[config.mk]
export PLATFORM = sky130hd
export DESIGN_NAME = integer_to_radix_digits_unit
export DESIGN_NICKNAME = d
export VERILOG_FILES = /design/src/sv/i2r_pkg.sv /design/src/sv/i2r_ctrl.sv /design/src/sv/i2r_datapath.sv /design/src/sv/integer_to_radix_digits_unit.sv
export SDC_FILE = /design/constraint.sdc
export NUM_CORES = 1
export LEC_CHECK = 0
export BUFFER_PORTS_ARGS = -buffer_cell sky130_fd_sc_hd__buf_2
export CAP_MARGIN = 20
export CORE_ASPECT_RATIO = 0.7
export CORE_UTILIZATION = 55
export CTS_CLUSTER_DIAMETER = 120
export DETAILED_ROUTE_END_ITERATION = 7
export PLACE_DENSITY = 0.75
export SLEW_MARGIN = 20
export SYNTH_ARGS = -nofsm -noshare
export SYNTH_HDL_FRONTEND = slang
export SYNTH_SLANG_ARGS = --single-unit
[constraint.sdc]
create_clock -name clk -period 6.47 [get_ports clk]
set_clock_uncertainty 0.15 [all_clocks]
set_input_delay 1.941 -clock clk [delete_from_list [all_inputs] [get_ports clk]]
set_output_delay 1.941 -clock clk [all_outputs]
set_load 0.02 [all_outputs]
[src/sv/i2r_pkg.sv]
`timescale 1ns / 1ps
`default_nettype none

package i2r_pkg;

  // Field widths
  localparam int IN_W       = 32;
  localparam int SYM_W      = 8;
  localparam int CFG_W      = 64;
  localparam int CFG_IDX_W  = 2;
  localparam int RADIX_W    = 5;

  // Conversion sizing
  localparam int VALUE_BITS = 32;
  localparam int MAX_RADIX  = 16;
  localparam int REM_W      = $clog2(MAX_RADIX);
  localparam int STEP_BITS  = 4;
  localparam int DIV_STEPS  = (VALUE_BITS + STEP_BITS - 1) / STEP_BITS;
  localparam int DIV_W      = DIV_STEPS * STEP_BITS;
  localparam int STEP_CNT_W = $clog2(DIV_STEPS);
  localparam int IDX_W      = $clog2(VALUE_BITS);
  localparam int CNT_W      = $clog2(VALUE_BITS + 1);

  // Register indexes
  localparam logic [CFG_IDX_W-1:0] CFG_RADIX        = 2'd0;
  localparam logic [CFG_IDX_W-1:0] CFG_SYMBOLS_LOW  = 2'd1;
  localparam logic [CFG_IDX_W-1:0] CFG_SYMBOLS_HIGH = 2'd2;

  // Register reset values: "01234567" and "89ABCDEF", digit 0 in the low byte
  localparam logic [RADIX_W-1:0] RADIX_RESET        = 5'd10;
  localparam logic [CFG_W-1:0]   SYMBOLS_LOW_RESET  = 64'h3736_3534_3332_3130;
  localparam logic [CFG_W-1:0]   SYMBOLS_HIGH_RESET = 64'h4645_4443_4241_3938;

  localparam logic [SYM_W-1:0] MINUS_SYMBOL = 8'h2D;

  // Controller to datapath
  typedef struct packed {
    logic load;
    logic div_step;
    logic push_digit;
    logic emit_sign;
    logic emit_digit;
  } i2r_cmd_t;

  // Datapath to controller
  typedef struct packed {
    logic negative;
    logic quot_zero;
    logic first_digit;
  } i2r_status_t;

endpackage

`default_nettype wire

[src/sv/i2r_ctrl.sv]
`timescale 1ns / 1ps
`default_nettype none

module i2r_ctrl (
  input  logic                 clk,
  input  logic                 rst,
  input  logic                 start,
  input  i2r_pkg::i2r_status_t status,
  output i2r_pkg::i2r_cmd_t    cmd,
  output logic                 busy
);
  import i2r_pkg::*;

  localparam logic [2:0] ST_IDLE = 3'd0;
  localparam logic [2:0] ST_DIV  = 3'd1;
  localparam logic [2:0] ST_PUSH = 3'd2;
  localparam logic [2:0] ST_SIGN = 3'd3;
  localparam logic [2:0] ST_EMIT = 3'd4;

  localparam logic [STEP_CNT_W-1:0] LAST_STEP = STEP_CNT_W'(DIV_STEPS - 1);

  logic [2:0]            state;
  logic [2:0]            state_next;
  logic [STEP_CNT_W-1:0] step_cnt;
  logic [STEP_CNT_W-1:0] step_cnt_next;

  // Sequence: divide, push digit, repeat until quotient is zero, then emit sign (if negative) and digits
  always_comb begin
    state_next    = state;
    step_cnt_next = step_cnt;
    cmd           = '0;
    unique case (state)
      ST_IDLE: begin
        if (start) begin
          cmd.load      = 1'b1;
          step_cnt_next = '0;
          state_next    = ST_DIV;
        end
      end
      ST_DIV: begin
        cmd.div_step  = 1'b1;
        step_cnt_next = step_cnt + 1'b1;
        if (step_cnt == LAST_STEP) begin
          state_next = ST_PUSH;
        end
      end
      ST_PUSH: begin
        cmd.push_digit = 1'b1;
        step_cnt_next  = '0;
        if (!status.quot_zero) begin
          state_next = ST_DIV;
        end else if (status.negative) begin
          state_next = ST_SIGN;
        end else begin
          state_next = ST_EMIT;
        end
      end
      ST_SIGN: begin
        cmd.emit_sign = 1'b1;
        state_next    = ST_EMIT;
      end
      ST_EMIT: begin
        cmd.emit_digit = 1'b1;
        if (status.first_digit) begin
          state_next = ST_IDLE;
        end
      end
      default: begin
        state_next = ST_IDLE;
      end
    endcase
  end

  // Hold state and step count
  always_ff @(posedge clk) begin
    if (rst) begin
      state    <= ST_IDLE;
      step_cnt <= '0;
    end else begin
      state    <= state_next;
      step_cnt <= step_cnt_next;
    end
  end

  assign busy = (state != ST_IDLE);

`ifndef SYNTH
  a_div_exit: assert property (@(posedge clk) disable iff (rst)
    (state == ST_DIV && step_cnt != LAST_STEP) |=> (state == ST_DIV))
    else $error("divider left early");
  a_sign_then_emit: assert property (@(posedge clk) disable iff (rst)
    (state == ST_SIGN) |=> (state == ST_EMIT))
    else $error("sign not followed by digits");
  a_push_count: assert property (@(posedge clk) disable iff (rst)
    (state == ST_PUSH) |-> ($past(state) == ST_DIV && $past(step_cnt) == LAST_STEP))
    else $error("digit pushed before division finished");
`endif

endmodule

`default_nettype wire

[src/sv/i2r_datapath.sv]
`timescale 1ns / 1ps
`default_nettype none

module i2r_datapath (
  input  logic                          clk,
  input  logic                          rst,
  input  i2r_pkg::i2r_cmd_t             cmd,
  input  logic signed [i2r_pkg::IN_W-1:0] value,
  input  logic [i2r_pkg::RADIX_W-1:0]   radix,
  input  logic [2*i2r_pkg::CFG_W-1:0]   alphabet,
  output i2r_pkg::i2r_status_t          status,
  output logic [i2r_pkg::SYM_W-1:0]     symbol,
  output logic                          last,
  output logic                          strobe
);
  import i2r_pkg::*;

  localparam logic [RADIX_W-1:0] RADIX_MIN = RADIX_W'(2);
  localparam logic [RADIX_W-1:0] RADIX_MAX = RADIX_W'(MAX_RADIX);

  logic [DIV_W-1:0]      dividend;
  logic [REM_W-1:0]      rem;
  logic                  negative;
  logic [CNT_W-1:0]      digit_cnt;
  logic [IDX_W-1:0]      rd_ptr;
  logic [REM_W-1:0]      digits [VALUE_BITS];

  logic [VALUE_BITS-1:0] raw;
  logic [VALUE_BITS-1:0] magnitude;
  logic [RADIX_W-1:0]    eff_radix;
  logic [DIV_W-1:0]      dividend_next;
  logic [REM_W-1:0]      rem_next;

  // Take the magnitude; the most negative value maps to 2^(VALUE_BITS-1)
  assign raw       = value[VALUE_BITS-1:0];
  assign magnitude = raw[VALUE_BITS-1] ? (~raw + 1'b1) : raw;

  // Clamp radix into the legal range
  always_comb begin
    if (radix < RADIX_MIN) begin
      eff_radix = RADIX_MIN;
    end else if (radix > RADIX_MAX) begin
      eff_radix = RADIX_MAX;
    end else begin
      eff_radix = radix;
    end
  end

  // Four restoring division steps per cycle, quotient bits shift in below
  always_comb begin
    logic [REM_W:0]       trial;
    logic [STEP_BITS-1:0] qbits;
    trial = '0;
    qbits = '0;
    rem_next = rem;
    for (int i = 0; i < STEP_BITS; i++) begin
      trial = {rem_next, dividend[DIV_W-1-i]};
      if (trial >= (REM_W+1)'(eff_radix)) begin
        trial = trial - (REM_W+1)'(eff_radix);
        qbits[STEP_BITS-1-i] = 1'b1;
      end
      rem_next = trial[REM_W-1:0];
    end
    dividend_next = {dividend[DIV_W-STEP_BITS-1:0], qbits};
  end

  // Advance the division and collect digits, least significant first
  always_ff @(posedge clk) begin
    if (cmd.load) begin
      dividend  <= DIV_W'(magnitude);
      rem       <= '0;
      negative  <= raw[VALUE_BITS-1];
      digit_cnt <= '0;
    end else if (cmd.div_step) begin
      dividend <= dividend_next;
      rem      <= rem_next;
    end else if (cmd.push_digit) begin
      digits[digit_cnt[IDX_W-1:0]] <= rem;
      rd_ptr    <= digit_cnt[IDX_W-1:0];
      digit_cnt <= digit_cnt + 1'b1;
      rem       <= '0;
    end else if (cmd.emit_digit) begin
      rd_ptr <= rd_ptr - 1'b1;
    end
  end

  // Drive one symbol per strobe, most significant digit first
  always_ff @(posedge clk) begin
    if (rst) begin
      strobe <= 1'b0;
    end else begin
      strobe <= cmd.emit_sign | cmd.emit_digit;
    end
  end

  always_ff @(posedge clk) begin
    if (cmd.emit_sign) begin
      symbol <= MINUS_SYMBOL;
      last   <= 1'b0;
    end else if (cmd.emit_digit) begin
      symbol <= alphabet[{digits[rd_ptr], 3'b000} +: SYM_W];
      last   <= (rd_ptr == '0);
    end
  end

  assign status.negative    = negative;
  assign status.quot_zero   = (dividend == '0);
  assign status.first_digit = (rd_ptr == '0);

endmodule

`default_nettype wire

[src/sv/integer_to_radix_digits_unit.sv]
// Channel   Handshake            Payload                   Accepted when
// -------   ------------------   -----------------------   -------------------------
// input     start / busy         value[31:0] signed        start && !busy
// config    cfg_valid/cfg_ready  cfg_index[1:0], cfg_data  cfg_valid && cfg_ready
// result    strobe               symbol[7:0], last         strobe (one cycle each)
//
// After an item is taken, busy stays high while each digit passes through the
// four-bit-per-cycle radix divider and is then stored, and while its symbols
// are emitted, one per cycle, the minus sign first for a negative value.
// Worst case is the most negative value in radix 2: 32 digits and a sign.
// Reset restores radix 10 and the "0123456789ABCDEF" alphabet and idles the
// controller. Results cannot be stalled; cfg_ready is always high.
`timescale 1ns / 1ps
`default_nettype none

module integer_to_radix_digits_unit (
  input  logic                              clk,
  input  logic                              rst,
  input  logic                              start,
  output logic                              busy,
  input  logic signed [i2r_pkg::IN_W-1:0]   value,
  input  logic                              cfg_valid,
  output logic                              cfg_ready,
  input  logic [i2r_pkg::CFG_IDX_W-1:0]     cfg_index,
  input  logic [i2r_pkg::CFG_W-1:0]         cfg_data,
  output logic                              strobe,
  output logic [i2r_pkg::SYM_W-1:0]         symbol,
  output logic                              last
);
  import i2r_pkg::*;

  logic [RADIX_W-1:0] radix;
  logic [CFG_W-1:0]   symbols_low;
  logic [CFG_W-1:0]   symbols_high;
  i2r_cmd_t           cmd;
  i2r_status_t        status;

  assign cfg_ready = 1'b1;

  // Hold configuration registers; unknown indexes are dropped
  always_ff @(posedge clk) begin
    if (rst) begin
      radix        <= RADIX_RESET;
      symbols_low  <= SYMBOLS_LOW_RESET;
      symbols_high <= SYMBOLS_HIGH_RESET;
    end else if (cfg_valid && cfg_ready) begin
      unique case (cfg_index)
        CFG_RADIX:        radix        <= cfg_data[RADIX_W-1:0];
        CFG_SYMBOLS_LOW:  symbols_low  <= cfg_data;
        CFG_SYMBOLS_HIGH: symbols_high <= cfg_data;
        default: ;
      endcase
    end
  end

  i2r_ctrl u_ctrl (
    .clk    (clk),
    .rst    (rst),
    .start  (start),
    .status (status),
    .cmd    (cmd),
    .busy   (busy)
  );

  i2r_datapath u_datapath (
    .clk      (clk),
    .rst      (rst),
    .cmd      (cmd),
    .value    (value),
    .radix    (radix),
    .alphabet ({symbols_high, symbols_low}),
    .status   (status),
    .symbol   (symbol),
    .last     (last),
    .strobe   (strobe)
  );

`ifndef SYNTH
  a_start_busy: assert property (@(posedge clk) disable iff (rst)
    (start && !busy) |=> busy)
    else $error("item taken but unit not busy");
  a_strobe_from_busy: assert property (@(posedge clk) disable iff (rst)
    strobe |-> $past(busy))
    else $error("symbol emitted while idle");
  a_more_follows: assert property (@(posedge clk) disable iff (rst)
    (strobe && !last) |-> busy)
    else $error("run ended without last symbol");
  a_gap_after_last: assert property (@(posedge clk) disable iff (rst)
    (strobe && last) |=> !strobe)
    else $error("symbol right after last");
`endif

endmodule

`default_nettype wire
==> results.json <==
{
  "synth_edf_count": 166,
  "peakVddDrop_v": 0.0007966,
  "rsz0062_at_grt": "true",
  "critPathLaunch": "radix[3]",
  "htreeDepth": 1,
  "clock_path_buffers": 3,
  "r2r_start": "radix[3]",
  "critPathSlowestCell": "o311a_4",
  "setup_viol": 0,
  "rrSetupSlack_ps": 190,
  "yosysWarnings": 0,
  "ant_nets": 0,
  "clk_pin_slew_worst_paths_ps": 60,
  "fmax_mhz": 159.2,
  "finalPower_mw": 6.489,
  "drive_gt1_share_pct": 16.91,
  "diodes": 0,
  "antenna_found_initial": 1,
  "ios": 114,
  "synthXorXnorAreaFrac_pct": 2.455,
  "cp.required_ps": 6720,
  "netlist_area_um2": 15340,
  "finish.instance_area_um2": 17380,
  "synthArstFlopShare_pct": 0,
  "relSlewSlack_pct": 22.90,
  "rows": 50,
  "drc_errors": 0,
  "yosysTopAreaCell": "edfxtp_1",
  "cp-endpoint": "u_datapath.rem[3]",
  "status": "complete, no violations",
  "via_per_inst": 5.868,
  "postSynthCellCount": 1463,
  "synthDominantCellAreaShare_pct": 32.49,
  "synth_top_family_by_area": "simple AND/OR/NAND/NOR gates",
  "crit_top_cell": "a21o_1",
  "start_util_pct": 56.63,
  "num_vias": 11367,
  "tns_ps": 0,
  "dieHeight_um": 141.7,
  "synth_nets": 1598,
  "place_ws_ps": -170.4,
  "wl_per_cell_um": 19.04,
  "yosys.area_share.simple_pct": 16.11,
  "dpl-instance-area_um2": 16210,
  "synth-compound-area-share_pct": 10.47,
  "arrival_ps": 6530,
  "muxShareOfSynthArea_pct": 10.92,
  "leakage_nw": 6.632,
  "gr-total-overflow": 0,
  "final_core_util_pct": 64.16,
  "power.density_nw_per_um2": 373.4,
  "grt_pass1_vias": 10564,
  "worstSetupPathType": "register to register",
  "port_buffers": 112,
  "drt_iter0_markers": 1098,
  "dieWidth_um": 201.6,
  "ys_ff_latch": 329,
  "path_max_fanout": 4,
  "place.gp.congestion": 0.8309,
  "grt_use_total_pct": 25.63,
  "grt_pass1_wl_mm": 57.84,
  "yosysSeqAreaShare_pct": 53.76,
  "startpoint_type": "register",
  "yosysUniqueCellTypes": 59,
  "synth.avg_cell_area_um2": 10.49,
  "dieArea_um2": 28570,
  "numClockSinks": 329,
  "period_minus_slack_ps": 6280,
  "regToRegEndpoint": "u_datapath.rem[3]",
  "insertion_delay_ps": 560,
  "crit_path_max_incr_delay_ps": 400,
  "fp.coreArea_um2": 27090,
  "finalMaxSlewViolations": 0,
  "hold_path_class": "register to register",
  "num-nets-final": 1684,
  "worst_slack_ps": 190.1,
  "routed_wl_mm": 36.88,
  "drtPass1Iterations": 5,
  "post_synth_main_area_contributors": "edfxtp_1 (32%), dfxtp_1 (21%), nand2_1 (7.2%), mux2i_1 (6.0%), a21oi_1 (4.7%)",
  "tritoncts": "done",
  "cts_buffers": 30,
  "period_share_pct": 97.06,
  "root_buffer": "clkbuf_16",
  "drv_cap": 0,
  "dpl.hpwl_mm": 24.72,
  "worst_slew_pin_slew_ps": 1141,
  "syn_to_final_growth_pct": 13.29,
  "ff2ff_path_depth": 30,
  "yosys.area_share.adder_pct": 2.887,
  "grt_max_degree": 72,
  "end_kind": "register",
  "synth_flop_cell": "edfxtp_1",
  "hold_path_startpoint": "symbols_high[15]",
  "hold_viol": 0
}
==> sequential cells by signal, indices dropped and copies added (netlist names), 3 cells and up, named ones only <==
signal,cells
symbols_high,64
radix,5
u_datapath.rem,4
u_ctrl.state,3
u_datapath.symbol,8
u_datapath.digit_cnt,5
u_datapath.dividend,32
u_ctrl.step_cnt,3
u_datapath.rd_ptr,5
symbols_low,64
u_datapath.digits,128
==> final cells by class <==
type	count	area (um^2)
Timing Repair Buffer	146	822.0
Multi-Input combinational cell	1014	6688
Clock buffer	33	793.3
Sequential cell	329	8253
Inverter	28	105.1
Clock inverter	23	262.8
Fill cell	2140	9709
Tap cell	364	455.4
==> placed cells by master, fill, tap and decap left out, types with 27 or more instances in the layout <==
cell type,Yosys,final
nor2_1,111,110
nand2_1,295,294
a21oi_1,144,144
xor2_1,35,35
nand3b_1,55,55
edfxtp_1,166,166
buf_2,12,111
mux4_2,27,27
dfxtp_1,163,161
buf_4,5,34
clkbuf_16,0,31
ha_1,29,27
mux2i_1,92,90
a22oi_1,30,28
==> through the flow <==
| stage | cells | hold WS [ps] |
|---|---|---|
| after global routing | 1937 | 323.3 |
| after floorplan | 1463 | 279.4 |
| after CTS | 1934 | 302.4 |
| after detailed placement | 1878 | 293.6 |
| final | 1937 | 302.4 |
| after global placement | 1878 | 289.6 |
==> power breakdown <==
part	internal (mW)	switching [mW]	leakage, nW
clock	1.12	0.767	0.498
sequential	2.41	0.0823	2.87
combinational	0.965	1.14	3.27
total	4.50	1.99	6.63
==> synthesized netlist by cell type, drive strengths merged, types with 23 or more instances <==
master    n
nand2   295
mux2i    93
edfxtp  166
nand3b   55
dfxtp   163
ha       29
mux4     27
o21ai    23
inv      28
a21oi   144
buf      35
a22oi    30
xor2     35
clkbuf   57
nor2    112
==> worst min-delay path by stage <==
stage,to,slack (ps),cells after the start
3_5_place_dp,symbols_high[15],290,2
6_report,symbols_high[15],300,2
4_1_cts,symbols_high[15],300,2
2_1_floorplan,symbols_low[12],280,2
5_1_grt,symbols_high[15],320,2
3_3_place_gp,symbols_low[46],290,2
==> critical path: cells and delay by family, from the launching register on <==
family                     cells  cell delay, ps
AOI/OAI and AO/OA             19            3440
adders and majority gates      4            1070
DFF                            1             360
muxes                          2             470
and+or+nand+nor                5             620
==> metal layers <==
layer	track usage, %	share of wire (%)	vias to the layer above
li1	-	-	5396
met1	38.35	46	5523
met2	38.82	45	409
met3	5.374	8.1	37
met4	4.386	1.1	2
met5	0	0.035	-
==> timing repair <==
| item | in CTS | in global routing |
|---|---|---|
| endpoints found under the setup margin | 4 | 5 |
| setup buffers | 0 | 3 |
| hold buffers | 0 | 0 |
| pin swaps | 2 | 26 |
| gates resized for setup | 4 | 13 |
==> logic make-up (layout without fill, tap and decap cells) <==
group / after synthesis / in the layout
buf+inv: 120 / 230
flops: 329 / 329
xor+xnor: 43 / 43
mux: 131 / 131
fa+ha+maj: 33 / 33
other cells: 1 / 1
compound gates: 261 / 261
simple gates: 545 / 545
Power figures use the tool's default switching activity.
